===== src/sv/fep_pkg.sv =====
// Shared types, constants and palette lookup for the fire propagation block.
package fep_pkg;

  localparam int DEF_WIDTH  = 256;
  localparam int DEF_HEIGHT = 128;
  localparam int VAL_W      = 6;
  localparam int COLOR_W    = 24;

  localparam logic [VAL_W-1:0] FIRE_MAX  = 6'd36;
  localparam logic [VAL_W-1:0] FIRE_ZERO = 6'd0;

  localparam logic signed [2:0] WIND_RESET  = 3'sd1;
  localparam logic signed [2:0] WIND_UNUSED = -3'sd4;
  localparam logic signed [2:0] WIND_MIN    = -3'sd3;
  localparam logic signed [2:0] WIND_NONE   = 3'sd0;

  typedef enum logic [1:0] {
    OP_PROPAGATE,
    OP_IGNITE,
    OP_EXTINGUISH,
    OP_READ
  } fep_op_t;

  // Per-word control carried from decode into the read/modify/write stage
  typedef struct packed {
    fep_op_t op;
    logic    ignored;  // propagate with no row below
    logic    zero_rd;  // addressed row lies outside the frame
    logic    decay;    // decrement copied intensity
  } fep_ctl_t;

  function automatic logic [COLOR_W-1:0] palette(input logic [VAL_W-1:0] v);
    logic [COLOR_W-1:0] c;
    case (v)
      6'd0:    c = 24'h070707;
      6'd1:    c = 24'h1F0707;
      6'd2:    c = 24'h2F0F07;
      6'd3:    c = 24'h470F07;
      6'd4:    c = 24'h571707;
      6'd5:    c = 24'h671F07;
      6'd6:    c = 24'h771F07;
      6'd7:    c = 24'h8F2707;
      6'd8:    c = 24'h9F2F07;
      6'd9:    c = 24'hAF3F07;
      6'd10:   c = 24'hBF4707;
      6'd11:   c = 24'hC74707;
      6'd12:   c = 24'hDF4F07;
      6'd13:   c = 24'hDF5707;
      6'd14:   c = 24'hDF5707;
      6'd15:   c = 24'hD75F07;
      6'd16:   c = 24'hD75F07;
      6'd17:   c = 24'hD7670F;
      6'd18:   c = 24'hCF6F0F;
      6'd19:   c = 24'hCF770F;
      6'd20:   c = 24'hCF7F0F;
      6'd21:   c = 24'hCF8717;
      6'd22:   c = 24'hC78717;
      6'd23:   c = 24'hC78F17;
      6'd24:   c = 24'hC7971F;
      6'd25:   c = 24'hBF9F1F;
      6'd26:   c = 24'hBF9F1F;
      6'd27:   c = 24'hBFA727;
      6'd28:   c = 24'hBFA727;
      6'd29:   c = 24'hBFAF2F;
      6'd30:   c = 24'hB7AF2F;
      6'd31:   c = 24'hB7B72F;
      6'd32:   c = 24'hB7B737;
      6'd33:   c = 24'hCFCF6F;
      6'd34:   c = 24'hDFDF9F;
      6'd35:   c = 24'hEFEFC7;
      default: c = 24'hFFFFFF;
    endcase
    return c;
  endfunction

endpackage


===== src/sv/fep_decode.sv =====
// Word decode: column wrap, target column and frame addresses.
module fep_decode #(
  parameter int WIDTH  = fep_pkg::DEF_WIDTH,
  parameter int HEIGHT = fep_pkg::DEF_HEIGHT
) (
  input  logic [1:0]                         opcode,
  input  logic [7:0]                         column,
  input  logic [6:0]                         row,
  input  logic [1:0]                         decay_roll,
  input  logic [1:0]                         spread_roll,
  input  logic                               wind_coin,
  input  logic signed [2:0]                  wind,
  output fep_pkg::fep_ctl_t                  ctl,
  output logic [$clog2(WIDTH*HEIGHT)-1:0]    raddr,
  output logic [$clog2(WIDTH*HEIGHT)-1:0]    waddr,
  output logic [$clog2(WIDTH)-1:0]           col_out
);

  localparam int CW = $clog2(WIDTH);
  localparam int RW = $clog2(HEIGHT);
  localparam int AW = $clog2(WIDTH * HEIGHT);
  localparam int TW = CW + 2;
  localparam logic [AW-1:0] BOTTOM = AW'((HEIGHT - 1) * WIDTH);

  // column modulo WIDTH as a constant table
  logic [CW-1:0] col_tab [256];
  for (genvar g = 0; g < 256; g++) begin : g_col
    assign col_tab[g] = CW'(g % WIDTH);
  end

  fep_pkg::fep_op_t        op;
  logic [CW-1:0]           col_m;
  logic signed [2:0]       spr_off;
  logic signed [2:0]       wind_off;
  logic signed [TW-1:0]    t;
  logic [CW-1:0]           tw;
  logic [RW-1:0]           row_r;
  logic [AW-1:0]           base;
  logic                    ignored;
  logic                    zero_rd;

  always_comb begin
    op      = fep_pkg::fep_op_t'(opcode);
    col_m   = col_tab[column];
    ignored = (int'(row) + 1) >= HEIGHT;
    zero_rd = int'(row) >= HEIGHT;

    case (spread_roll)
      2'd0:    spr_off = -3'sd1;
      2'd1:    spr_off = 3'sd0;
      default: spr_off = 3'sd1;
    endcase
    wind_off = wind_coin ? wind : fep_pkg::WIND_NONE;

    // range is -4 .. WIDTH+3, one correction wraps it
    t = $signed({2'b00, col_m}) + TW'(spr_off) + TW'(wind_off);
    if (t < 0) begin
      tw = CW'(t + TW'(WIDTH));
    end else if (t >= TW'(WIDTH)) begin
      tw = CW'(t - TW'(WIDTH));
    end else begin
      tw = CW'(t);
    end

    row_r = RW'(row);
    base  = AW'(row_r) * AW'(WIDTH);

    raddr = base + AW'(col_m);
    if (op == fep_pkg::OP_PROPAGATE && !ignored) begin
      raddr = base + AW'(WIDTH) + AW'(col_m);
    end

    if (op == fep_pkg::OP_PROPAGATE) begin
      waddr = base + AW'(tw);
    end else begin
      waddr = BOTTOM + AW'(col_m);
    end

    col_out = (op == fep_pkg::OP_PROPAGATE && !ignored) ? tw : col_m;

    ctl.op      = op;
    ctl.ignored = ignored;
    ctl.zero_rd = zero_rd;
    ctl.decay   = decay_roll[1];
  end

endmodule


===== config.mk =====
export PLATFORM = sky130hd
export DESIGN_NAME = fep_decode
export DESIGN_NICKNAME = d
export VERILOG_FILES = /design/src/sv/fep_pkg.sv /design/src/sv/fep_decode.sv
export SDC_FILE = /design/constraint.sdc
export NUM_CORES = 1
export LEC_CHECK = 0
export BUFFER_PORTS_ARGS = -buffer_cell sky130_fd_sc_hd__buf_2
export CELL_PAD_IN_SITES_DETAIL_PLACEMENT = 0
export CELL_PAD_IN_SITES_GLOBAL_PLACEMENT = 1
export CORE_MARGIN = 1.5
export CORE_UTILIZATION = 26
export DETAILED_ROUTE_END_ITERATION = 8
export GPL_TIMING_DRIVEN = 0
export PLACE_DENSITY_LB_ADDON = 0.08
export SYNTH_ARGS = -nofsm -noshare
export SYNTH_HDL_FRONTEND = slang
export SYNTH_SLANG_ARGS = --single-unit
export TNS_END_PERCENT = 10

===== constraint.sdc =====
create_clock -name vclk -period 2.5
set_input_delay 0.25 -clock vclk [all_inputs]
set_output_delay 0.25 -clock vclk [all_outputs]
set_load 0.1 [all_outputs]

==> metrics.yaml <==
pwr:
  netSwitchingPower_uw: 624.1
  total_leakage_power_uw: 0.0008594
  p_int_uw: 260.7
  cellPowerDensity_nw_per_um2: 540.6
  comb_power_share_pct: 100.0
  peakVddDrop_mv: 0.2078
  p_sw_share_pct: 70.54
  clockPowerShare_pct: 0
  seqPwrFrac_pct: 0
clock_tree:
  cts_hold_buf: 0
finish:
  syn_to_final_growth_pct: 65.57
  drive_gt1_share_pct: 54.07
  ff_latch_area_um2: 0
  antenna_cells: 0
  finalNonFillerCells: 257
  nNetsFinal: 251
  design_area_um2: 1637
  fillers: 380
  design.seq.count: 0
  clkbuf_count: 0
place:
  place.gp.congestion: 0.7477
  place_area_um2: 1445
  hpwl_um: 2351
  dpl_worst_slack_ns: -0.6439
  dp.cells: 255
  portBuffers: 65
floorplanning:
  die_h_um: 64.66
  die_w_um: 64.66
  core_area_um2: 3661
  dieArea_um2: 4181
  rows: 22
  io_pins: 68
  start_util_pct: 27.00
logic_synthesis:
  synth.area.top_cells: "ha_1 16%, nand2_1 14%, buf_4 9.9%"
  synth_top_area_share_pct: 16.46
  synth_area_leader_cell: "ha_1"
  syn-instance-count: 142
  synth_seq_area_share_pct: 0
  syn_nets: 182
  synthDistinctLibCells: 37
  mappedNetlistArea_um2: 988.4
  ys_warn_count: 0
  yosys-top-cells-count: "37 x nand2_1, 13 x buf_4, 13 x ha_1"
  avgSynthCellArea_um2: 6.961
  yosysMostFrequentCell: "nand2_1"
route:
  vias: 1151
  drc: 0
  postRouteAntennaNets: 0
  drtPass1Iterations: 3
  wl_per_cell_um: 10.89
  finalWirelength_um: 2800
  viasPerCell: 4.479
  drt-initial-drc-count: 41
min_path:
  hold_depth: 2
  hp-class: "in -> out"
  hp-start: "decay_roll[1]"
  hold_end: "ctl[0]"
sta:
  timing.final.crit_share_pct: 111.7
  rsz0062_at_grt: "true"
  worst_pin_slew_ns: 0.6698
  max_freq_mhz: 358.2
  finalSetupViolCount: 7
  fin_ws_ns: -0.2921
  slew_viol_final: 0
  max_slew_margin_pct: 55.18
  setup_tns_ns: -1.186
  hold_viol_final: 0
  post-route-min-period_ns: 2.792
flow_run:
  maxCapViolCount: 0
setup_path:
  start_kind: "input pin"
  timing.critical_path.arrival_ns: 2.54
  critical_path_class: "in -> out"
  required_ns: 2.25
  crit_fanout: 6
  endpoint_kind: "primary output"
global_route:
  gr-usage-all-layers_pct: 13.28
  grt_pass1_vias: 1050
  overflow: 0
  antenna_found_initial: 0
  grt_pass1_wl_um: 4602
  grt_max_degree: 11
status:
  status: "complete, but fails checks"
  violations: "negative setup slack"
repair_timing:
item | in CTS | in global routing
endpoints found under the setup margin | 12 | 9
resized for setup | 43 | 2
endpoints found under the hold margin | 0 | 0
cloned | 0 | 0
pin swaps | 3 | 1
buffers inserted | 2 | 0
worst max-delay path by stage:
stage	start	endpoint	depth (start not counted)
6_report	spread_roll[0]	col_out[6]	12
5_1_grt	spread_roll[0]	col_out[6]	12
4_1_cts	spread_roll[0]	col_out[6]	12
3_5_place_dp	spread_roll[1]	col_out[7]	14
3_3_place_gp	spread_roll[1]	col_out[7]	14
2_1_floorplan	spread_roll[1]	col_out[7]	12
critical path: stages:
cell,delay [ns]
buf_8,0.10
nor2_4,0.11
buf_6,0.13
xor2_1,0.17
ha_1,0.27
ha_1,0.32
a211oi_1,0.31
o21bai_1,0.15
a21oi_2,0.17
xnor2_1,0.09
mux2_2,0.28
buf_8,0.18
kinds of logic (layout without fill, tap and decap cells):
| family | after synthesis | in the layout | synth area share [%] |
|---|---|---|---|
| AO/OA/AOI/OAI | 23 | 23 | 15.19 |
| XOR/XNOR | 16 | 16 | 14.18 |
| adder cells (fa/ha/maj) | 15 | 15 | 20.51 |
| buffers and inverters | 20 | 87 | 13.42 |
| multiplexers | 3 | 3 | 3.291 |
| other | 1 | 1 | 0.3794 |
| AND/OR/NAND/NOR | 64 | 64 | 33.04 |
power by group through the flow:
stage	Clock (uW)	Sequential [uW]	Combinational (uW)
6_report	0	0	885
5_1_grt	0	0	930
4_1_cts	0	0	888
3_5_place_dp	0	0	791
3_3_place_gp	0	0	787
2_1_floorplan	0	0	667
stage by stage:
stage               total power, uW  util [%]  hold slack [ns]
global route                  930.3     44.70           0.8885
detailed placement            791.4     39.47           0.8846
finish                        884.8     44.70           0.8840
CTS                           888.0     44.53           0.8845
global placement              786.7     39.47           0.8845
floorplan                     667.4         -           0.7115
area by class of cell:
type	instances	area [um^2]	share of cell area, %
Buffer	16	123.9	7.569
Inverter	4	15.01	0.9174
Multi-Input combinational cell	122	967.2	59.10
Tap cell	48	60.06	3.670
Timing Repair Buffer	67	470.5	28.75
cells in the final DEF (no fill, tap or decap), drive strengths merged, types with 4 or more instances in the layout:
cell type | Yosys | final
nor2 | 5 | 5
a21oi | 4 | 4
xor2 | 7 | 7
or3 | 7 | 7
ha | 13 | 13
nand2 | 37 | 37
inv | 4 | 4
a21o | 6 | 6
xnor2 | 9 | 9
buf | 15 | 82
o21ai | 8 | 8
per-layer routing:
metal | track usage [%] | wire length, um | up-vias
met1 | 16.53 | 1259 | 515
li1 | - | - | 606
met5 | 0 | 0 | -
met2 | 25.91 | 1398 | 30
met3 | 0.6944 | 142 | 0
met4 | 1.064 | 0 | 0
Power figures use the tool's default switching activity.
