===== src/sv/fep_pkg.sv =====
// Shared types, constants and palette lookup for the fire propagation block.
package fep_pkg;

  localparam int DEF_WIDTH  = 256;
  localparam int DEF_HEIGHT = 128;
  localparam int VAL_W      = 6;
  localparam int COLOR_W    = 24;

  localparam logic [VAL_W-1:0] FIRE_MAX  = 6'd36;
  localparam logic [VAL_W-1:0] FIRE_ZERO = 6'd0;

  localparam logic signed [2:0] WIND_RESET  = 3'sd1;
  localparam logic signed [2:0] WIND_UNUSED = -3'sd4;
  localparam logic signed [2:0] WIND_MIN    = -3'sd3;
  localparam logic signed [2:0] WIND_NONE   = 3'sd0;

  typedef enum logic [1:0] {
    OP_PROPAGATE,
    OP_IGNITE,
    OP_EXTINGUISH,
    OP_READ
  } fep_op_t;

  // Per-word control carried from decode into the read/modify/write stage
  typedef struct packed {
    fep_op_t op;
    logic    ignored;  // propagate with no row below
    logic    zero_rd;  // addressed row lies outside the frame
    logic    decay;    // decrement copied intensity
  } fep_ctl_t;

  function automatic logic [COLOR_W-1:0] palette(input logic [VAL_W-1:0] v);
    logic [COLOR_W-1:0] c;
    case (v)
      6'd0:    c = 24'h070707;
      6'd1:    c = 24'h1F0707;
      6'd2:    c = 24'h2F0F07;
      6'd3:    c = 24'h470F07;
      6'd4:    c = 24'h571707;
      6'd5:    c = 24'h671F07;
      6'd6:    c = 24'h771F07;
      6'd7:    c = 24'h8F2707;
      6'd8:    c = 24'h9F2F07;
      6'd9:    c = 24'hAF3F07;
      6'd10:   c = 24'hBF4707;
      6'd11:   c = 24'hC74707;
      6'd12:   c = 24'hDF4F07;
      6'd13:   c = 24'hDF5707;
      6'd14:   c = 24'hDF5707;
      6'd15:   c = 24'hD75F07;
      6'd16:   c = 24'hD75F07;
      6'd17:   c = 24'hD7670F;
      6'd18:   c = 24'hCF6F0F;
      6'd19:   c = 24'hCF770F;
      6'd20:   c = 24'hCF7F0F;
      6'd21:   c = 24'hCF8717;
      6'd22:   c = 24'hC78717;
      6'd23:   c = 24'hC78F17;
      6'd24:   c = 24'hC7971F;
      6'd25:   c = 24'hBF9F1F;
      6'd26:   c = 24'hBF9F1F;
      6'd27:   c = 24'hBFA727;
      6'd28:   c = 24'hBFA727;
      6'd29:   c = 24'hBFAF2F;
      6'd30:   c = 24'hB7AF2F;
      6'd31:   c = 24'hB7B72F;
      6'd32:   c = 24'hB7B737;
      6'd33:   c = 24'hCFCF6F;
      6'd34:   c = 24'hDFDF9F;
      6'd35:   c = 24'hEFEFC7;
      default: c = 24'hFFFFFF;
    endcase
    return c;
  endfunction

endpackage


===== src/sv/fep_clear.sv =====
// Post-reset sweep that zeroes every frame entry, one per cycle.
module fep_clear #(
  parameter int DEPTH = fep_pkg::DEF_WIDTH * fep_pkg::DEF_HEIGHT
) (
  input  logic                     clk,
  input  logic                     rst,
  output logic                     busy,
  output logic [$clog2(DEPTH)-1:0] addr
);

  localparam int AW = $clog2(DEPTH);
  localparam logic [AW-1:0] LAST = AW'(DEPTH - 1);

  always_ff @(posedge clk) begin
    if (rst) begin
      busy <= 1'b1;
      addr <= '0;
    end else if (busy) begin
      addr <= addr + AW'(1);
      if (addr == LAST) begin
        busy <= 1'b0;
      end
    end
  end

endmodule


===== config.mk =====
export PLATFORM = sky130hd
export DESIGN_NAME = fep_clear
export DESIGN_NICKNAME = d
export VERILOG_FILES = /design/src/sv/fep_pkg.sv /design/src/sv/fep_clear.sv
export SDC_FILE = /design/constraint.sdc
export NUM_CORES = 1
export LEC_CHECK = 0
export BUFFER_PORTS_ARGS = -buffer_cell sky130_fd_sc_hd__buf_2
export CAP_MARGIN = 20
export CELL_PAD_IN_SITES_DETAIL_PLACEMENT = 1
export CELL_PAD_IN_SITES_GLOBAL_PLACEMENT = 2
export CORE_AREA = 2 2 54 56
export DETAILED_ROUTE_END_ITERATION = 10
export DIE_AREA = 0 0 56 58
export GPL_ROUTABILITY_DRIVEN = 0
export PLACE_DENSITY = 0.76
export SLEW_MARGIN = 15
export SYNTH_ARGS = -nofsm -noshare
export SYNTH_HDL_FRONTEND = slang
export SYNTH_SLANG_ARGS = --single-unit

===== constraint.sdc =====
create_clock -name clk -period 1.8 [get_ports clk]
set_input_delay 0.09 -clock clk [delete_from_list [all_inputs] [get_ports clk]]
set_output_delay 0.09 -clock clk [all_outputs]
set_load 0.005 [all_outputs]

==> results of run 1 <==
-- path summary, 6_finish.rpt --
kind	from	depth (start not counted)	slack [ns]	endpoint
worst max-delay path	addr[3]$_SDFFE_PP0P_	3	0.23	addr[13]$_SDFFE_PP0P_
worst min-delay path	rst	2	0.20	addr[2]$_SDFFE_PP0P_
worst max register to register	addr[3]$_SDFFE_PP0P_	3	0.23	addr[13]$_SDFFE_PP0P_
worst min register to register	addr[5]$_SDFFE_PP0P_	2	0.55	addr[5]$_SDFFE_PP0P_
-- final cells by class --
| type | instances | area (sq um) |
|---|---|---|
| Inverter | 3 | 11.3 |
| Timing Repair Buffer | 20 | 108 |
| Multi-Input combinational cell | 63 | 422 |
| Tap cell | 31 | 38.8 |
| Fill cell | 340 | 1730 |
| Clock buffer | 4 | 36.3 |
| Sequential cell | 16 | 320 |
-- per-stage QoR --
step	area, sq um	util (%)	power [mW]
after floorplan	768	-	0.396
final	936	35.2	0.652
after detailed placement	891	33.5	0.414
after CTS	927	34.8	0.670
after global routing	936	35.2	0.689
after global placement	891	33.5	0.412
-- power groups by stage --
stage / clock network (mW) / logic [mW] / registers [mW]
after floorplan: 0 / 0.0209 / 0.375
after global placement: 0 / 0.0398 / 0.372
after detailed placement: 0 / 0.0411 / 0.373
after CTS: 0.264 / 0.0412 / 0.365
after global routing: 0.277 / 0.0457 / 0.367
final: 0.247 / 0.0400 / 0.365
-- critical path: stages, from the launching register on --
cell and delay (ns):
dfxtp_1 0.47, nand4_4 0.25, nor4_1 0.38, mux2_1 0.35
-- cells by family after synthesis --
| family | count (synthesis) | share of synthesized area, % |
|---|---|---|
| compound gates | 11 | 8.79 |
| fa+ha+maj | 1 | 1.63 |
| simple gates | 41 | 30.1 |
| flops | 16 | 41.7 |
| xor+xnor | 4 | 4.56 |
| buf+inv | 7 | 4.56 |
| mux | 6 | 8.63 |
-- synthesized netlist by cell type (all sizes together) --
| cell type | number |
|---|---|
| dfxtp | 16 |
| o21bai | 1 |
| o31ai | 4 |
| nand4 | 7 |
| nand3 | 2 |
| mux2 | 5 |
| buf | 3 |
| a21oi | 5 |
| nor4 | 6 |
| o21ai | 1 |
| mux2i | 1 |
| clkbuf | 1 |
| inv | 3 |
| xor2 | 3 |
| ha | 1 |
| xnor2 | 1 |
| nor2b | 5 |
| or4 | 4 |
| nor2 | 10 |
| nand2 | 6 |
| or3 | 1 |
-- sequential cells by signal (all words and copies together), names as in the netlist --
signal  cells
addr       15
busy        1
-- layer usage --
layer  wire length, um  vias to the layer above
met4                33                        0
li1                  -                      353
met3                62                        4
met5                 0                        -
met1               940                      332
met2               900                       13
-- timing repair --
item	in CTS	in global routing
setup endpoints to repair	0	1
resized for setup	0	1
setup buffers	0	0
==> results.toml, run 1 <==
[clock_tree]
tritoncts = "yes"
cts_made_buffers = 3
cts.sinks = 16
cts-hold-fix-buffers = 0
path_clk_slew_ns = 0.10
cts_buffer_depth = 2
cts_root_buf = "clkbuf_4"
insertion_delay_ns = 0.29
htree_levels = 1

[global_routing]
grt_use_met1_pct = 16.3
grt_usage_pct = 12.8
met3_usage_pct = 2.01
grt_pass1_vias = 669
grt-ovfl-total = 0
grt_antenna_before_repair = 0
grt_busiest_layer = "met2"
grt_pass1_wl_um = 3160
grt_max_degree = 22
globalRouteMet2Util_pct = 19.8

[pwr]
combPwrFrac_pct = 6.1
p_leak_nw = 0.417
clkPwrFrac_pct = 37.9
p_seq_share_pct = 56.0
ir_worst_vdd_mv = 0.264
power.switching_uw = 153
p_int_uw = 499
switching_share_pct = 23.5
power.density_nw_per_um2 = 697

[floorplan]
die_area_sq_um = 3250
io_pins = 18
core-area_sq_um = 2660
num_rows = 19
fp.dieW_um = 56
die_h_um = 58
start_util_pct = 28.9

[synth]
mappedNetlistArea_sq_um = 768
synth_top_area_share_pct = 41.7
seq_area_frac_synth_pct = 41.7
ys_types = 25
synth_area_per_cell_sq_um = 8.93
synth_area_leaders = "dfxtp_1 42%, nor2_1 4.9%, nor4_1 4.9%, mux2_1 4.4%, nand4_1 4.1%"
yosysWarnings = 0
synth_top_cell_by_area = "dfxtp_1"
synth-seq-cells = 16
syn_nets = 89
synth_cells = 86

[sta]
layout_setup_ws_ns = 0.235
hold-worst-slack_ns = 0.198
fin_skew_ns = 0.00166
timing.setup.tns_ns = 0
rsz0062_at_grt = "no"
drv_slew = 0
setup_viol = 0
hold_violations = 0
worstMarginPinSlew_ns = 0.394
fmax_mhz = 639
period_needed_ns = 1.57
slew_headroom_pct = 73.7
finalCritPeriodShare_pct = 87.0

[cells_and_area]
final_cell_mix = "17 x buf_2, 16 x dfxtp_1, 10 x nor2_1, 6 x nand2_1, 6 x nor4_1"
drive_above_1_share_pct = 26.4
area_delta_synth_final_pct = 21.8
finalNonFillerCells = 137
final_common_cell = "buf_2"
antenna_cells = 0
final_nets = 110

[critical_path]
arrival_ns = 1.75
path_class = "reg2reg"
setup.worst_path.end_class = "flip-flop"
path_max_fanout = 14
setup.worst_path.start_class = "flip-flop"
required_ns = 1.99

[routing]
wl_per_cell_um = 14.1
antenna_left = 0
dr.first_iter.drc_count = 15
post-route-drc-count = 0
firstDrtPassIters = 4
routed_via_density = 5.12
vias = 702
wl_um = 1940

[worst_hold_path]
hp-class = "in2reg"

[place]
place_hpwl_um = 1350
dp_cells = 133
dp_slack_ns = 0.144
port_buffers = 17

[run_status]
status = "finished clean"

[job]
drv_cap = 0
Power figures use the tool's default switching activity.
==> inputs of run 2 (changes only) <==
- PLACE_DENSITY: 0.76 -> 0.73
==> run 2 against run 1 <==
Effect of this change:
- utilization is 0.85 points lower
- clock power is 24% lower
- hold slack better by 0.0040 ns
- largest cell class unchanged
- critical endpoint is now addr[14]$_SDFFE_PP0P_
- global-route usage is 0.91 points higher
==> results.toml, run 2 (synthesized netlist as in run 1, its figures left out) <==
[job]
drv_cap = 0

[critical_path]
required_ns = 1.97
setup.worst_path.end_class = "flip-flop"
slowest_stage = "dfxtp_1"
path_max_fanout = 14
path_delay_family = "simple AND/OR/NAND/NOR gates"
max_stage_delay_ns = 0.43
setup.worst_path.start_class = "flip-flop"
crit_chain = "nand4_2 -> nor4_1 -> mux2_2"
crit_buf_inv = 0
path_class = "reg2reg"
arrival_ns = 1.86

[clock_tree]
cts.sinks = 16
cts_made_buffers = 3
insertion_delay_ns = 0.28
postCtsSetupBuffers = 0
tritoncts = "yes"
path_clk_slew_ns = 0.10
htree_levels = 1
cts_buffer_depth = 2
cts-hold-fix-buffers = 0
cts_root_buf = "clkbuf_4"
cts_resized = 0

[place]
place_hpwl_um = 1420
port_buffers = 17
dp_slack_ns = 0.120

[routing]
firstDrtPassIters = 4
antenna_left = 0
routed_via_density = 5.27
dr.first_iter.drc_count = 29
vias = 717
wl_um = 1940
wl_per_cell_um = 14.3
post-route-drc-count = 0

[floorplan]
num_rows = 19
fp.dieW_um = 56
start_util_pct = 28.9
die_area_sq_um = 3250
core-area_sq_um = 2660
io_pins = 18
die_h_um = 58

[sta]
hold-worst-slack_ns = 0.202
fmax_mhz = 593
fin_skew_ns = 0.00683
hold_violations = 0
worstMarginPinSlew_ns = 0.390
finalCritPeriodShare_pct = 93.7
layout_setup_ws_ns = 0.113
setup_viol = 0
slew_headroom_pct = 74.0
period_needed_ns = 1.69
timing.setup.tns_ns = 0
rsz0062_at_grt = "no"
drv_slew = 0

[cells_and_area]
drive_above_1_share_pct = 25.7
final_nets = 110
antenna_cells = 0
final_common_cell = "buf_2"
biggestRegsByFlops = "addr x15, busy x1"
area_delta_synth_final_pct = 18.9
final_cell_mix = "17 x buf_2, 16 x dfxtp_1, 10 x nor2_1, 6 x nand2_1, 6 x nor4_1"
regMostFlops = "addr"
largest_register_ffs = 15

[pwr]
p_leak_nw = 0.403
ir_worst_vdd_mv = 0.330
power.density_nw_per_um2 = 650

[run_status]
status = "finished clean"

[global_routing]
grt_max_degree = 22
grt_pass1_vias = 719
grt-ovfl-total = 0
grt_antenna_before_repair = 0
grt_usage_pct = 13.7
grt_pass1_wl_um = 3430

[worst_hold_path]
hp-class = "in2reg"
-- run 2: cell count changes in the layout (fill, tap and decap cells not counted) --
cell and change:
clkbuf_8 -1, nand4_2 +1, nand4_4 -1
-- run 2: report_power, final --
part           internal (mW)  total, mW  switching (mW)
Combinational         0.0161     0.0406          0.0245
Sequential             0.360      0.365         0.00522
Clock                 0.0776      0.188           0.111
Total                  0.453      0.594           0.140
-- run 2: final cells by class --
class	count	area (sq um)
clock buffer	3	22.5
fill	325	1750
inverter	3	11.3
multi-input combinational	63	413
sequential	16	320
tap	31	38.8
timing repair buffer	20	108
-- run 2: stage by stage --
stage               instance area [sq um]  power, mW  util, %  instances
floorplan                             768      0.396        -         86
global placement                      891      0.412     33.5        133
detailed placement                    891      0.415     33.5        133
CTS                                   913      0.606     34.3        136
global route                          913      0.633     34.3        136
finish                                913      0.594     34.3        136
-- run 2: routing by layer --
layer / part of all wire, % / global-route usage [%]
met1: 46 / 15.6
met2: 49 / 24.4
met4: 1.1 / 5.10
met5: 0 / 0
met3: 4.5 / 4.02
-- run 2: worst paths after layout --
check	startpoint	end	slack, ns	cells after the start
max reg2reg	addr[3]$_SDFFE_PP0P_	addr[14]$_SDFFE_PP0P_	0.11	3
min reg2reg	addr[8]$_SDFFE_PP0P_	addr[8]$_SDFFE_PP0P_	0.54	2
max	addr[3]$_SDFFE_PP0P_	addr[14]$_SDFFE_PP0P_	0.11	3
min	rst	addr[4]$_SDFFE_PP0P_	0.20	2
